[config.mk]
export PLATFORM = sky130hd
export DESIGN_NAME = pcsh_front
export DESIGN_NICKNAME = d
export VERILOG_FILES = /design/src/rtl/pcsh_pkg.sv /design/src/rtl/pcsh_front.sv
export SDC_FILE = /design/constraint.sdc
export NUM_CORES = 1
export LEC_CHECK = 0
export ABC_AREA = 1
export BUFFER_PORTS_ARGS = -buffer_cell sky130_fd_sc_hd__buf_2
export CORE_MARGIN = 3
export CORE_UTILIZATION = 35
export DETAILED_ROUTE_END_ITERATION = 8
export GPL_TIMING_DRIVEN = 0
export SLEW_MARGIN = 20
export SYNTH_ARGS = -nofsm -noshare
export SYNTH_HDL_FRONTEND = slang
export SYNTH_SLANG_ARGS = --single-unit
[constraint.sdc]
create_clock -name vclk -period 3.7
set_input_delay 0.37 -clock vclk [all_inputs]
set_output_delay 0.37 -clock vclk [all_outputs]
set_load 0.01 [all_outputs]
[src/rtl/pcsh_pkg.sv]
// ----------------------------------------------------------------------------
// pcsh_pkg
// shared types, codes and sizes of the pc sample histogram core
// ----------------------------------------------------------------------------
package pcsh_pkg;

	// histogram store
	localparam int unsigned ENTRIES  = 4096;
	localparam int          IDX_W    = $clog2(ENTRIES);
	localparam int          IN_IDX_W = 12;
	localparam int          AW_W     = (IDX_W > IN_IDX_W) ? IDX_W : IN_IDX_W;

	// queue between front and back
	localparam int QDEPTH = 2;
	localparam int QPTR_W = $clog2(QDEPTH);
	localparam int QCNT_W = $clog2(QDEPTH + 1);

	localparam logic [31:0] COUNT_MAX = 32'hFFFF_FFFF;

	// configuration registers
	localparam int                   CFG_IDX_W          = 2;
	localparam logic [CFG_IDX_W-1:0] CFG_CODE_START     = 2'd0;
	localparam logic [CFG_IDX_W-1:0] CFG_CODE_END       = 2'd1;
	localparam logic [CFG_IDX_W-1:0] CFG_MIN_COUNT      = 2'd2;
	localparam logic [31:0]          CODE_START_RESET   = 32'h0000_8000;
	localparam logic [31:0]          CODE_END_RESET     = 32'h0000_C000;
	localparam logic [31:0]          MIN_COUNT_RESET    = 32'h0000_0000;

	// commands
	localparam logic CMD_SAMPLE = 1'b0;
	localparam logic CMD_READ   = 1'b1;

	// result status
	localparam logic [1:0] ST_COUNTED = 2'd0;
	localparam logic [1:0] ST_IGNORED = 2'd1;
	localparam logic [1:0] ST_READ    = 2'd2;

	typedef struct packed {
		logic                command;
		logic [31:0]         sample_pc;
		logic [IN_IDX_W-1:0] entry_index;
	} in_item_t;

	typedef struct packed {
		logic [1:0]  status;
		logic [31:0] entry_address;
		logic [31:0] entry_count;
		logic        above_threshold;
	} out_item_t;

	typedef struct packed {
		logic [31:0] code_start;
		logic [31:0] code_end;
		logic [31:0] min_count;
	} cfg_t;

	typedef enum logic [1:0] {
		OP_COUNT  = 2'd0,
		OP_IGNORE = 2'd1,
		OP_READ   = 2'd2
	} op_t;

	// classified work item
	typedef struct packed {
		op_t             op;
		logic [AW_W-1:0] addr_word;
		logic            in_store;
	} q_item_t;

	typedef struct packed {
		logic clearing;
	} back_status_t;

endpackage

[src/rtl/pcsh_front.sv]
// ----------------------------------------------------------------------------
// pcsh_front
// accepts items, classifies samples against the code range and store size, and checks read indexes
// ----------------------------------------------------------------------------
module pcsh_front (
	input  logic                  in_valid,
	output logic                  in_ready,
	input  pcsh_pkg::in_item_t    in_data,
	input  pcsh_pkg::cfg_t        cfg,
	input  pcsh_pkg::back_status_t bstat,
	input  logic                  q_full,
	output logic                  push,
	output pcsh_pkg::q_item_t     push_item
);
	import pcsh_pkg::*;

	logic [31:0] diff;
	logic [29:0] word;
	logic        in_range;
	logic        word_ok;
	logic        counted;
	logic        read_ok;

	assign in_ready = !q_full && !bstat.clearing;
	assign push     = in_valid && in_ready;

	assign in_range = (in_data.sample_pc >= cfg.code_start) &&
		(in_data.sample_pc < cfg.code_end);
	assign diff     = in_data.sample_pc - cfg.code_start;
	assign word     = diff[31:2];
	assign word_ok  = ({2'b00, word} < 32'(ENTRIES));
	assign counted  = in_range && word_ok;
	assign read_ok  = (32'(in_data.entry_index) < 32'(ENTRIES));

	always_comb begin
		push_item = '0;
		unique case (in_data.command)
			CMD_SAMPLE: begin
				push_item.op        = counted ? OP_COUNT : OP_IGNORE;
				push_item.addr_word = AW_W'(word);
				push_item.in_store  = counted;
			end
			CMD_READ: begin
				push_item.op        = OP_READ;
				push_item.addr_word = AW_W'(in_data.entry_index);
				push_item.in_store  = read_ok;
			end
		endcase
	end

endmodule

==> metrics list <==
- The flow ran to the end, and the final reports show no timing, DRC or antenna violations.
* Number of placed I/O pins: 161
* Worst setup path category: primary input to primary output
* Std-Cell Rows: 36
- The number of hold violations in the final report came to 0.
- Yosys cell types: 25
- The first global-routing pass estimated 17800 µm of wire.
- Setup repair after global routing left no endpoint under its margin.
- Largest stage delay on the critical path: 0.44 ns
- Clk_buf instances: 0
- Pre-antenna DRT Iters: 5
- Most frequent cell on the critical path: nand2_1
* Register cell area after layout: 0 µm²
- In this run the horizontal extent of the chip is 108 µm.
- For this run, the register share of the synthesized area comes to 0.
- Slew at the pin closest to its max-slew limit: 0.509 ns
* Number of instances in the synthesized netlist: 744
* Sequence of cells on the critical path: buf_2, ha_1, nand2_1, nor2_1, inv_1, nor2_2, nand3_1, nand3_1, nand2_1, nand2_1, nand2_1, nor2_1, nand3_1, nor2_1, nand2_1, nand2_1, buf_2
- Counting I/O delays and the setup requirement, the final critical path takes 2.97 ns.
- Maximum vdd drop: 48.3 µV
* Max-slew violation total from the final report: 0
- Final routed DRC violation total: 0
* Power density over the cells: 134 mW/mm²
* Post-DR vias/cell: 4.46
- Yosys top cell area share: 0.292
- After filler insertion, the fill cell instance count of the layout stands at 1217.
- The number of antenna violations at the first check in global routing came to 0.
* Post-route cell area: 0.00443 mm²
* Final sequential cell count: 0
- Most frequent cells in the layout: nand2_1, inv_1, buf_2, ha_1, nor2_1
- Die Outline Area: 0.0116 mm²
- Relative slew slack: 0.661
* Hold-fix buffers at CTS: 0
* Biggest area consumer among synthesized cells: nand2_1
- Data on the critical path is required at its endpoint by 3.33 ns.
- The path with the worst hold slack has its endpoint at in_ready.
* Worst path buffer plus inverter count: 3
- Nature of the critical path startpoint: primary input
* Synthesized net count: 951
* Highest-delay cell along the critical path: ha_1
- The count of nets left with antenna violations once routing finished came out at 0.
- Once the clock tree was built, the resizer swapped 0 gates to a different size.
- Wires add up to 10900 µm.
* Fmax: 337 MHz
- Dividing the final minimum period by the clock period gives 0.802.
- The die is 108 µm tall.
- Each instance of the synthesized netlist takes up on average 4.86 µm².
- Biggest area contributors in the synthesized netlist: nand2_1, ha_1, inv_1, nor2_1, nand3_1
- Crit path max-delay family: simple AND/OR/NAND/NOR gates
* Worst Hold Launch: bstat
- Summing all placed instances gives a cell area of 0.00443 mm².
- The worst hold path was traced through 3 stages.
- Yosys warning count: 0
- Proportion of layout cells with a drive suffix above 1: 0.162
- Dividing the detail-routed wire length by the instance count gives 10.8 µm.
* Initial Utilization: 0.365
- Detailed placement ended at an HPWL of 10100 µm.
- Summed over all layers, the global routing overflow is 0.
- The region available for standard cell placement spans 0.00991 mm².
* Leakage component of the power: 3.02 nW
- Setup violations remaining at the end of the flow were counted as 0.
* Final net count: 1082
- Compared with the post-synthesis result, the final layout area differs by 22.5%.
- In this run the worst hold path is classified as primary input to primary output.
- Data arrives at the worst endpoint at 2.60 ns.
* Routability congestion estimate: 0.891
* Synth Cell Area: 0.00362 mm²
* Critical path capture point type: primary output
- Top fanout value on the critical path: 5
- The routed layout has 4489 vias.
- Number of DRC markers in iteration 0: 286
* Final WS setup: 0.731 ns
* Number of setup buffers added after CTS: 0
* GRT Resource Usage Total: 0.185
- Timing analysis after detailed placement gives a worst setup slack of 0.750 ns.
* Maximum number of pins on one net before global-route repair: 11
* Number of buffers added on ports: 129
- The repair_antennas step left the layout with diodes totalling 0.
- Vias in the first global route: 4034
* Fin Setup TNS: 0 ns
- Max-cap violations: 0
- Most frequent standard cell in the layout excluding fill and tap cells: nand2_1
power breakdown:
part	total (W)	switching (W)	internal, W
combinational	0.000595	0.000362	0.000233
sequential	0	0	0
clock	0	0	0
worst max path at each step:
stage                            from             to  slack (ns)  cells after the start
after global placement    in_data[31]   push_item[0]        0.75                     17
after CTS                 in_data[31]  push_item[13]        0.74                     16
final                     in_data[31]   push_item[0]        0.73                     17
after global routing      in_data[31]  push_item[13]        0.44                     16
after floorplan               cfg[83]   push_item[0]        1.43                     17
after detailed placement  in_data[31]  push_item[13]        0.75                     16
per-stage QoR:
step,total power (W),utilization,hold slack (ns),std cells
after floorplan,0.000400,-,0.783,744
after global placement,0.000595,0.447,0.979,1006
after detailed placement,0.000597,0.447,0.985,1006
after CTS,0.000599,0.447,0.986,1006
after global routing,0.000691,0.447,0.995,1006
final,0.000595,0.447,0.983,1006
cell type report:
| type | instances | area [µm²] | share of cell area |
|---|---|---|---|
| Multi-Input combinational cell | 552 | 2890 | 0.653 |
| Inverter | 189 | 709 | 0.160 |
| Timing Repair Buffer | 129 | 646 | 0.146 |
| Tap cell | 133 | 166 | 0.0376 |
| Buffer | 3 | 15.0 | 0.00339 |
kinds of logic (layout without fill, tap and decap cells):
| logic type | count (synthesis) | in the layout | synth area share |
|---|---|---|---|
| AO/OA/AOI/OAI | 64 | 64 | 0.0934 |
| XOR/XNOR | 5 | 5 | 0.0121 |
| adder cells (fa/ha/maj) | 63 | 63 | 0.218 |
| buffers and inverters | 192 | 321 | 0.200 |
| AND/OR/NAND/NOR | 420 | 420 | 0.476 |
tightest hold or removal path, cell delays in order:
cell	delay [ns]
buf_2	0.09
nor2_1	0.03
buf_2	0.13
Yosys cell counts:
library cell / number
o211a_1: 1
nor3_1: 3
or2_2: 4
o21a_1: 1
nand3b_1: 7
nor3b_1: 1
nand2_1: 281
nor2_1: 62
xnor2_1: 5
clkbuf_1: 2
a211oi_1: 1
o21ai_0: 22
buf_4: 1
nor2_2: 5
nor4_1: 1
o21bai_1: 2
nand4_1: 9
and2_1: 1
inv_1: 189
o211ai_1: 1
nand2_2: 2
nand3_1: 43
a21oi_1: 36
ha_1: 63
and3_1: 1
metal layers:
metal,global-route usage,wire length [µm]
met1,0.249,5100
met2,0.333,4990
met5,0,0
met3,0.0120,706
met4,0.0171,104
(Power assumes the default switching activity.)
