$ cat src/rtl/pcsh_pkg.sv
// ----------------------------------------------------------------------------
// pcsh_pkg
// shared types, codes and sizes of the pc sample histogram core
// ----------------------------------------------------------------------------
package pcsh_pkg;

	// histogram store
	localparam int unsigned ENTRIES  = 4096;
	localparam int          IDX_W    = $clog2(ENTRIES);
	localparam int          IN_IDX_W = 12;
	localparam int          AW_W     = (IDX_W > IN_IDX_W) ? IDX_W : IN_IDX_W;

	// queue between front and back
	localparam int QDEPTH = 2;
	localparam int QPTR_W = $clog2(QDEPTH);
	localparam int QCNT_W = $clog2(QDEPTH + 1);

	localparam logic [31:0] COUNT_MAX = 32'hFFFF_FFFF;

	// configuration registers
	localparam int                   CFG_IDX_W          = 2;
	localparam logic [CFG_IDX_W-1:0] CFG_CODE_START     = 2'd0;
	localparam logic [CFG_IDX_W-1:0] CFG_CODE_END       = 2'd1;
	localparam logic [CFG_IDX_W-1:0] CFG_MIN_COUNT      = 2'd2;
	localparam logic [31:0]          CODE_START_RESET   = 32'h0000_8000;
	localparam logic [31:0]          CODE_END_RESET     = 32'h0000_C000;
	localparam logic [31:0]          MIN_COUNT_RESET    = 32'h0000_0000;

	// commands
	localparam logic CMD_SAMPLE = 1'b0;
	localparam logic CMD_READ   = 1'b1;

	// result status
	localparam logic [1:0] ST_COUNTED = 2'd0;
	localparam logic [1:0] ST_IGNORED = 2'd1;
	localparam logic [1:0] ST_READ    = 2'd2;

	typedef struct packed {
		logic                command;
		logic [31:0]         sample_pc;
		logic [IN_IDX_W-1:0] entry_index;
	} in_item_t;

	typedef struct packed {
		logic [1:0]  status;
		logic [31:0] entry_address;
		logic [31:0] entry_count;
		logic        above_threshold;
	} out_item_t;

	typedef struct packed {
		logic [31:0] code_start;
		logic [31:0] code_end;
		logic [31:0] min_count;
	} cfg_t;

	typedef enum logic [1:0] {
		OP_COUNT  = 2'd0,
		OP_IGNORE = 2'd1,
		OP_READ   = 2'd2
	} op_t;

	// classified work item
	typedef struct packed {
		op_t             op;
		logic [AW_W-1:0] addr_word;
		logic            in_store;
	} q_item_t;

	typedef struct packed {
		logic clearing;
	} back_status_t;

endpackage

$ cat src/rtl/pcsh_queue.sv
// ----------------------------------------------------------------------------
// pcsh_queue
// short fifo of classified items between front and back
// ----------------------------------------------------------------------------
module pcsh_queue (
	input  logic              clk,
	input  logic              arst_n,
	input  logic              push,
	input  pcsh_pkg::q_item_t push_item,
	output logic              full,
	input  logic              pop,
	output logic              head_valid,
	output pcsh_pkg::q_item_t head_item
);
	import pcsh_pkg::*;

	q_item_t             slot_q [QDEPTH];
	logic [QPTR_W-1:0]   wr_ptr_q;
	logic [QPTR_W-1:0]   rd_ptr_q;
	logic [QCNT_W-1:0]   cnt_q;

	assign full       = (cnt_q == QCNT_W'(QDEPTH));
	assign head_valid = (cnt_q != '0);
	assign head_item  = slot_q[rd_ptr_q];

	always_ff @(posedge clk) begin
		if (push) begin
			slot_q[wr_ptr_q] <= push_item;
		end
	end

	always_ff @(posedge clk or negedge arst_n) begin
		if (!arst_n) begin
			wr_ptr_q <= '0;
			rd_ptr_q <= '0;
			cnt_q    <= '0;
		end else begin
			if (push) begin
				wr_ptr_q <= wr_ptr_q + 1'b1;
			end
			if (pop) begin
				rd_ptr_q <= rd_ptr_q + 1'b1;
			end
			if (push && !pop) begin
				cnt_q <= cnt_q + 1'b1;
			end else if (pop && !push) begin
				cnt_q <= cnt_q - 1'b1;
			end
		end
	end

endmodule

$ cat config.mk
export PLATFORM = sky130hd
export DESIGN_NAME = pcsh_queue
export DESIGN_NICKNAME = d
export VERILOG_FILES = /design/src/rtl/pcsh_pkg.sv /design/src/rtl/pcsh_queue.sv
export SDC_FILE = /design/constraint.sdc
export NUM_CORES = 1
export LEC_CHECK = 0
export BUFFER_PORTS_ARGS = -buffer_cell sky130_fd_sc_hd__buf_2
export CORE_AREA = 2 2 90 49
export DETAILED_ROUTE_END_ITERATION = 6
export DIE_AREA = 0 0 92 51
export SETUP_SLACK_MARGIN = 0.2
export SYNTH_ARGS = -nofsm -noshare
export SYNTH_HDL_FRONTEND = slang
export SYNTH_SLANG_ARGS = --single-unit
$ cat constraint.sdc
create_clock -name clk -period 2.3 [get_ports clk]
set_clock_uncertainty 0.15 [all_clocks]
set_input_delay 0.345 -clock clk [delete_from_list [all_inputs] [get_ports clk]]
set_output_delay 0.345 -clock clk [all_outputs]
set_load 0.02 [all_outputs]
==> impl_metrics.py, run 1 <==
metrics = {
    "status": {
        "status": "completed",
    },
    "cts": {
        "cts.reportedPaths.clkPinSlew_ns": 0.07,
        "cts_resized": 0,
        "cts_max_level": 2,
        "cts_root_buf": "clkbuf_8",
        "numCtsBuffers": 5,
        "cts_tree": "done",
        "clk_path_buf_depth": 2,
        "cts_sinks": 34,
        "clk_latency_ns": 0.28,
    },
    "sta": {
        "setup-tns-final_ns": 0,
        "rsz0062_at_grt": "no",
        "finalSetupViolCount": 0,
        "hold_viol_final": 0,
        "fin_crit_sh_pct": 84.6,
        "layout_min_cycle_time_ns": 1.95,
        "slew_violations": 0,
        "tightest_slew_ns": 0.756,
        "fmax_ghz": 0.514,
        "slew_headroom_pct": 49.6,
    },
    "worst_setup_path": {
        "worst_setup_path_start_kind": "flip-flop",
        "critPathCaptureType": "output pin",
        "path_cells": "buf_4 -> mux2_4 -> buf_2",
        "startpoint": "rd_ptr_q",
        "critPathRequiredTime_ns": 1.80,
        "max_stage_delay_ns": 0.46,
        "cp_max_fo": 7,
        "worst-path-buf-inv": 2,
        "critical_path_class": "flip-flop to output pin",
        "worstPathArrival_ns": 1.45,
        "crit_slowest_cell": "dfrtp_1",
        "critPathTopFamily": "flip-flops",
        "critical_path.reg2reg.startpoint": "wr_ptr_q",
    },
    "global_route": {
        "grtUsageTotal_pct": 10.1,
        "grt-ovfl-total": 0,
        "grt_max_degree": 16,
        "grt_use_met1_pct": 11.8,
        "antenna_found_initial": 0,
        "grt_pass1_vias": 700,
        "top_usage_layer": "met2",
        "grt_pass1_wl_microns": 3350,
        "grtUsageMet3_pct": 5.31,
        "grtUsageMet2_pct": 15.8,
    },
    "detailed_routing": {
        "post-route-drc-count": 0,
        "drtIter0Drc": 14,
        "wl_microns": 2170,
        "antenna_left": 0,
        "first_pass_iters": 2,
        "detail_route.vias_per_cell": 4.11,
        "vias": 683,
        "wire_per_inst_microns": 13.1,
    },
    "pwr": {
        "p_leak_nw": 0.691,
        "irDropWorstVdd_uv": 572,
        "p_per_area_nw_per_um2": 1270,
        "power_frac_clock_pct": 24.6,
        "netSwitchingFraction_pct": 30.8,
        "p_comb_share_pct": 33.5,
        "p_int_w": 0.00148,
        "p_seq_share_pct": 41.9,
        "p_sw_w": 0.000659,
        "power.total_w": 0.00214,
    },
    "hold_path": {
        "hold_start": "push_item[2]",
        "hp-class": "primary input to flip-flop",
    },
    "synthesis": {
        "synthCells": 63,
        "synth_nets": 83,
        "synth.distinct_cells": 14,
        "ys_ff_latch": 34,
        "yosys_warnings": 0,
        "synth_area_sq_um": 1320,
        "synth.avg_cell_area_sq_um": 21.0,
        "yosysSeqAreaShare_pct": 75.6,
    },
    "floorplan": {
        "io_pins": 36,
        "initial_core_util_pct": 32.8,
        "dieArea_sq_um": 4690,
        "die_h_microns": 51,
        "row_count": 17,
        "fp.dieW_microns": 92,
        "coreArea_sq_um": 4040,
    },
    "placement": {
        "io_buffers": 35,
        "gp_congestion": 0.615,
    },
    "finish": {
        "drive_above_1_share_pct": 57.8,
        "layout_common_cells": "buf_2, edfxtp_1, mux2_4",
        "layout_commonest_cell": "buf_2",
        "final_nets": 128,
        "syn_to_final_growth_pct": 27.5,
        "antennaDiodeCount": 0,
    },
    "run": {
        "cap_violations": 0,
    },
}
-- metrics by stage --
| stage | hold WS, ns | std cells | instance area [sq um] | util, % | setup slack [ns] |
|---|---|---|---|---|---|
| 4_1_cts | 0.0910 | 166 | 1690 | 41.8 | 0.327 |
| 3_5_place_dp | 0.00404 | 157 | 1570 | 38.8 | 0.624 |
| 2_1_floorplan | -0.101 | 63 | 1320 | - | 0.667 |
| 5_1_grt | 0.0823 | 166 | 1690 | 41.8 | 0.283 |
| 3_3_place_gp | 0.00318 | 157 | 1570 | 38.8 | 0.664 |
| 6_report | 0.101 | 166 | 1690 | 41.8 | 0.353 |
-- cell usage after synthesis (all sizes together) --
| library cell | count | area (sq um) |
|---|---|---|
| inv | 1 | 3.75 |
| and2 | 1 | 6.26 |
| xor2 | 4 | 35.0 |
| or2 | 1 | 6.26 |
| nor2 | 1 | 3.75 |
| mux2 | 15 | 203 |
| ha | 1 | 12.5 |
| edfxtp | 30 | 901 |
| dfrtp | 4 | 100 |
| xnor2 | 1 | 8.76 |
| buf | 2 | 31.3 |
| nor2b | 2 | 12.5 |
-- final timing paths --
| check | slack (ns) | depth (start not counted) | to |
|---|---|---|---|
| worst max register to register | 0.77 | 1 | slot_q[1][5] |
| min in group asynchronous | 0.25 | 2 | cnt_q[1] |
| worst min-delay path | 0.10 | 1 | slot_q[0][2] |
| max in group asynchronous | 1.63 | 2 | wr_ptr_q |
| worst min register to register | 0.34 | 1 | wr_ptr_q |
| worst max-delay path | 0.35 | 3 | head_item[13] |
-- cell type report --
type                       count  area, sq um
fill                         389         2350
sequential                    34         1000
multi-input combinational     26          288
timing repair buffer          40          215
tap                           57         71.3
clock buffer                   5         68.8
clock inverter                 3         40.0
inverter                       1         3.75
-- routing by layer --
metal	wire length [microns]	vias up
met3	161	3
met2	953	27
li1	-	323
met1	1040	330
met4	14	0
met5	0	-
-- what timing repair did --
action                                 in CTS  in global routing
buffers inserted                            0                  0
endpoints found under the hold margin       4                  0
hold buffers                                1                  0
-- flip-flops by register name, indices dropped and copies added, names as in the netlist --
register  count
cnt_q         2
rd_ptr_q      1
slot_q       30
wr_ptr_q      1
-- logic make-up (layout without fill, tap and decap cells) --
group,after synthesis,after routing,share of synthesized area (%)
xor gates and xnor gates,5,5,3.31
muxes,15,15,15.3
and+or+nand+nor,5,5,2.17
adders and majority gates,1,1,0.945
buffers and inverters,3,49,2.65
DFF,34,34,75.6
-- power groups by stage --
stage	logic [W]	registers (W)	clock network (W)
floorplan	0.000567	0.000882	0
global placement	0.000717	0.000902	0
detailed placement	0.000730	0.000911	0
CTS	0.000732	0.000898	0.000540
global route	0.000769	0.000910	0.000565
finish	0.000715	0.000896	0.000527
Note: power is estimated with default switching activity, not from simulation.
==> run 2, diff against run 1 <==
Clock period 2.3 ns to 1.7 ns, I/O delays scaled along.
==> run 2 against run 1 <==
The flow now finishes with violations (setup timing). Register-to-register slack got worse by 0.26 ns. First-iteration DRC count is 36% lower. Sequential share of layout area decreased by 5.3 points. Combinational power rose by 94%. Sequential power is 35% higher. Largest power group is now combinational logic. Utilization up 4.1 points. Power up 49%.
==> impl_metrics.py, run 2 (same netlist as run 1, synthesis figures left out) <==
metrics = {
    "pwr": {
        "p_seq_share_pct": 37.8,
        "p_int_w": 0.00223,
        "power_frac_clock_pct": 18.6,
        "p_per_area_nw_per_um2": 1720,
        "p_sw_w": 0.000969,
        "irDropWorstVdd_uv": 614,
        "power.total_w": 0.00320,
        "p_comb_share_pct": 43.7,
        "p_leak_nw": 0.777,
        "netSwitchingFraction_pct": 30.3,
    },
    "finish": {
        "seq_area_sq_um": 1000,
        "top_register": "slot_q",
        "final_cells": 172,
        "antennaDiodeCount": 0,
        "final_nets": 134,
        "multiInputGateArea_sq_um": 315,
        "stdcell_area_sq_um": 1850,
        "layout_commonest_cell": "edfxtp_1",
        "syn_to_final_growth_pct": 40.1,
        "utilization_pct": 45.9,
        "reg.largest.list": "slot_q x30, cnt_q x2",
        "nFillCells": 372,
        "drive_above_1_share_pct": 60.0,
        "largest_register_ffs": 30,
        "layout_common_cells": "edfxtp_1, buf_6, buf_2",
    },
    "sta": {
        "setup-tns-final_ns": -0.198,
        "fin_crit_sh_pct": 102,
        "finalSetupViolCount": 12,
        "slew_headroom_pct": 88.7,
        "layout_min_cycle_time_ns": 1.73,
        "tightest_slew_ns": 0.170,
        "fmax_ghz": 0.579,
        "hold_viol_final": 0,
        "fin_ws_ns": -0.0256,
        "slew_violations": 0,
        "rsz0062_at_grt": "yes",
    },
    "status": {
        "status": "complete, but fails checks",
        "violations": "setup timing",
    },
    "floorplan": {
        "coreArea_sq_um": 4040,
        "row_count": 17,
        "die_h_microns": 51,
        "dieArea_sq_um": 4690,
        "io_pins": 36,
        "initial_core_util_pct": 32.8,
        "fp.dieW_microns": 92,
    },
    "run": {
        "cap_violations": 0,
    },
    "detailed_routing": {
        "wire_per_inst_microns": 13.6,
        "post-route-drc-count": 0,
        "antenna_left": 0,
        "detail_route.vias_per_cell": 4.12,
        "first_pass_iters": 4,
        "wl_microns": 2340,
        "drtIter0Drc": 9,
        "vias": 709,
    },
    "global_route": {
        "grt_pass1_wl_microns": 3810,
        "grt_max_degree": 11,
        "antenna_found_initial": 0,
        "grt-ovfl-total": 0,
        "grtUsageTotal_pct": 11.3,
        "grt_pass1_vias": 796,
    },
    "cts": {
        "clk_latency_ns": 0.27,
        "cts_tree": "done",
        "numCtsBuffers": 5,
        "cts_max_level": 2,
        "cts_root_buf": "clkbuf_8",
        "cts.reportedPaths.clkPinSlew_ns": 0.06,
        "cts_sinks": 34,
        "clk_path_buf_depth": 2,
    },
    "worst_setup_path": {
        "startpoint": "rd_ptr_q",
        "worstPathArrival_ns": 1.32,
        "worst_setup_path_start_kind": "flip-flop",
        "critPathRequiredTime_ns": 1.29,
        "crit_slowest_cell": "dfrtp_1",
        "r2r_slack_ns": 0.51,
        "path_cells": "buf_6 -> mux2_4 -> buf_6",
        "max_stage_delay_ns": 0.42,
        "critical_path_class": "flip-flop to output pin",
        "critical_path.reg2reg.startpoint": "cnt_q[0]",
        "cpMostUsedCell": "buf_6",
        "cp_max_fo": 7,
        "critPathCaptureType": "output pin",
    },
    "placement": {
        "io_buffers": 35,
        "place_area_sq_um": 1590,
        "dp_hpwl_microns": 1610,
        "placed_cells": 159,
        "gp_congestion": 0.579,
    },
    "hold_path": {
        "hp-class": "primary input to flip-flop",
        "hold_start": "push_item[1]",
    },
}
==> run 2: cell types whose count changed in the layout (fill, tap and decap cells not counted), moves of 3 or more <==
cell    before  now
buf_6        0   19
mux2_2       6    0
buf_4        4    7
mux2_4       9   15
buf_2       35   19
==> run 2: what timing repair did <==
action / CTS / global route
buffers inserted: 3 / 0
endpoints found under the hold margin: 4 / 0
gates resized for setup: 43 / 0
endpoints found under the setup margin: 16 / 15
gates cloned: 1 / 0
hold buffers: 1 / 0
==> run 2: worst max-delay path: cells and delay by family (launching register included) <==
family	cells	cell delay, ns
DFF	1	0.42
buffers and inverters	2	0.31
muxes	1	0.31
==> run 2: layout make-up <==
type	count	area share (%)
clock buffer	7	4.66
clock inverter	1	0.270
inverter	1	0.202
multi-input combinational	26	17.0
sequential	34	54.0
tap	57	3.85
timing repair buffer	46	20.0
==> run 2: stage by stage <==
step / worst slack, ns / hold slack, ns
floorplan: 0.334 / -0.191
global placement: 0.281 / -0.0886
detailed placement: 0.229 / -0.0858
CTS: -0.0448 / 0.00275
global route: -0.0919 / 0.00264
finish: -0.0256 / 0.0158
==> run 2: metal layers <==
| metal | routed length, microns | track usage (%) |
|---|---|---|
| met5 | 0 | 0 |
| met4 | 0 | 3.73 |
| met3 | 153 | 5.75 |
| met2 | 1170 | 19.2 |
| met1 | 1020 | 12.6 |
==> run 2: power by group through the flow <==
stage / sequential (W) / combinational (W) / clock (W)
4_1_cts: 0.00120 / 0.00142 / 0.000616
3_5_place_dp: 0.00122 / 0.00102 / 0
6_report: 0.00121 / 0.00139 / 0.000593
3_3_place_gp: 0.00120 / 0.00101 / 0
2_1_floorplan: 0.00119 / 0.000768 / 0
5_1_grt: 0.00123 / 0.00148 / 0.000659
==> run 2: path summary, 6_finish.rpt <==
path | depth (start not counted) | end
setup reg to reg | 4 | cnt_q[1]
setup / recovery | 3 | head_item[7]
max in group asynchronous | 2 | cnt_q[0]
min in group asynchronous | 2 | cnt_q[1]
hold / removal | 1 | slot_q[1][1]
hold reg to reg | 1 | wr_ptr_q
==> run 3, diff against run 2 <==
Settings changed: CORE_AREA 2 2 90 49 to 2 2 59 74, DIE_AREA 0 0 92 51 to 0 0 61 76.
==> run 3 against run 2 <==
The flow now finishes without violations. Clock power rose by 46%. Clock-buffer cell count fell by 2. Global-route usage fell by 1.5 points. Setup slack improved by 0.032 ns. Die area fell by 1.2%. Utilization rose by 2.9 points. Flip-flop and latch count did not move. Cell area rose by 5.3%. Hold slack got worse by 0.0029 ns. Non-clock buffer count rose by 4. Maximum frequency rose by 1.9%. First-iteration DRC count rose by 33%. Highest routed layer is now met4.
==> impl_metrics.py, run 3 (same netlist as run 1, synthesis figures left out) <==
metrics = {
    "status": {
        "status": "completed",
    },
    "finish": {
        "stdcell_area_sq_um": 1950,
        "largest_register_ffs": 30,
        "drive_above_1_share_pct": 56.3,
        "seq_area_sq_um": 1000,
        "syn_to_final_growth_pct": 47.5,
        "final_cells": 175,
        "layout_commonest_cell": "edfxtp_1",
        "final_nets": 138,
        "multiInputGateArea_sq_um": 315,
        "nFillCells": 350,
        "antennaDiodeCount": 0,
        "reg.largest.list": "slot_q x30, cnt_q x2",
        "top_register": "slot_q",
        "layout_common_cells": "edfxtp_1, buf_6, buf_2",
    },
    "detailed_routing": {
        "wl_microns": 2120,
        "detail_route.vias_per_cell": 4.13,
        "post-route-drc-count": 0,
        "antenna_left": 0,
        "drtIter0Drc": 12,
        "wire_per_inst_microns": 12.1,
        "vias": 722,
        "first_pass_iters": 3,
    },
    "worst_setup_path": {
        "critPathTopFamily": "flip-flops",
        "critPathRequiredTime_ns": 1.29,
        "worst-path-buf-inv": 2,
        "path_cells": "buf_6 -> mux2_4 -> buf_6",
        "r2r_slack_ns": 0.48,
        "max_stage_delay_ns": 0.38,
        "crit_slowest_cell": "dfrtp_1",
        "worst_setup_path_start_kind": "flip-flop",
        "critical_path_class": "flip-flop to output pin",
        "cp_max_fo": 8,
        "cpMostUsedCell": "buf_6",
        "worstPathArrival_ns": 1.29,
        "critPathCaptureType": "output pin",
    },
    "pwr": {
        "p_int_w": 0.00248,
        "irDropWorstVdd_uv": 920,
        "power_frac_clock_pct": 25.2,
        "p_per_area_nw_per_um2": 1760,
        "power.total_w": 0.00344,
        "p_sw_w": 0.000961,
        "netSwitchingFraction_pct": 27.9,
        "p_leak_nw": 0.813,
        "p_comb_share_pct": 40.0,
        "p_seq_share_pct": 34.8,
    },
    "sta": {
        "tightest_slew_ns": 0.208,
        "hold_viol_final": 0,
        "layout_min_cycle_time_ns": 1.69,
        "finalSetupViolCount": 0,
        "slew_violations": 0,
        "fin_ws_ns": 0.00642,
        "holdWs_ns": 0.0129,
        "fmax_ghz": 0.590,
        "slew_headroom_pct": 86.2,
        "rsz0062_at_grt": "yes",
        "fin_crit_sh_pct": 99.6,
    },
    "cts": {
        "clk_path_buf_depth": 2,
        "cts_root_buf": "clkbuf_8",
        "cts.reportedPaths.clkPinSlew_ns": 0.07,
        "cts_tree": "done",
        "cts_max_level": 2,
        "numCtsBuffers": 5,
        "clk_latency_ns": 0.28,
        "cts_sinks": 34,
    },
    "placement": {
        "pre_cts_ws_ns": 0.270,
        "dp_hpwl_microns": 1410,
        "gp_congestion": 0.618,
        "io_buffers": 35,
        "place_area_sq_um": 1570,
        "placed_cells": 156,
    },
    "floorplan": {
        "row_count": 26,
        "io_pins": 36,
        "die_h_microns": 76,
        "fp.dieW_microns": 61,
        "dieArea_sq_um": 4640,
        "initial_core_util_pct": 33.1,
        "coreArea_sq_um": 4000,
    },
    "global_route": {
        "grt-ovfl-total": 0,
        "antenna_found_initial": 0,
        "grtUsageTotal_pct": 9.88,
        "grt_pass1_wl_microns": 3160,
        "grt_max_degree": 16,
        "grt_pass1_vias": 742,
    },
    "hold_path": {
        "hp-class": "primary input to flip-flop",
    },
    "run": {
        "cap_violations": 0,
    },
}
==> run 3: worst register-to-register path, delay by kind of cell, from the launching register on <==
family | cells | cell delay (ns)
DFF | 1 | 0.39
and+or+nand+nor | 1 | 0.14
buffers and inverters | 1 | 0.23
==> run 3: path summary, 6_finish.rpt <==
kind,from,endpoint,cells past startpoint
max in group asynchronous,arst_n,cnt_q[0],2
max reg2reg,wr_ptr_q,slot_q[1][3],2
min in group asynchronous,arst_n,rd_ptr_q,2
min reg2reg,wr_ptr_q,wr_ptr_q,1
max,rd_ptr_q,head_item[9],3
min,push_item[0],slot_q[1][0],1
==> run 3: repair_timing <==
item,4_1_cts,5_1_grt
endpoints found under the hold margin,10,8
pin swaps,0,1
buffers inserted,3,0
hold buffers,4,4
gates resized for setup,41,3
endpoints found under the setup margin,16,16
==> run 3: routing by layer <==
layer	track usage (%)	up-vias	part of all wire, %
met5	0	-	0
li1	-	345	-
met3	5.43	5	6.2
met2	16.9	26	56
met4	5.87	0	2.2
met1	8.45	346	35
==> run 3: stage by stage <==
| stage | utilization (%) | setup TNS (ns) |
|---|---|---|
| floorplan | - | 0 |
| global placement | 39.2 | 0 |
| detailed placement | 39.2 | 0 |
| CTS | 47.6 | -0.00724 |
| global route | 48.8 | -0.564 |
| finish | 48.8 | 0 |
==> run 3: final cells by class <==
class,instances,area share (%)
Timing Repair Buffer,50,21.8
Tap cell,56,3.59
Sequential cell,34,51.2
Multi-Input combinational cell,26,16.1
Clock buffer,5,3.52
Clock inverter,3,3.52
Inverter,1,0.192
==> run 3: power groups by stage <==
stage | Clock (W) | Combinational, W | Sequential [W]
floorplan | 0 | 0.000768 | 0.00119
global placement | 0 | 0.000976 | 0.00120
detailed placement | 0 | 0.000991 | 0.00121
CTS | 0.000889 | 0.00136 | 0.00119
global route | 0.000921 | 0.00146 | 0.00122
finish | 0.000867 | 0.00138 | 0.00120
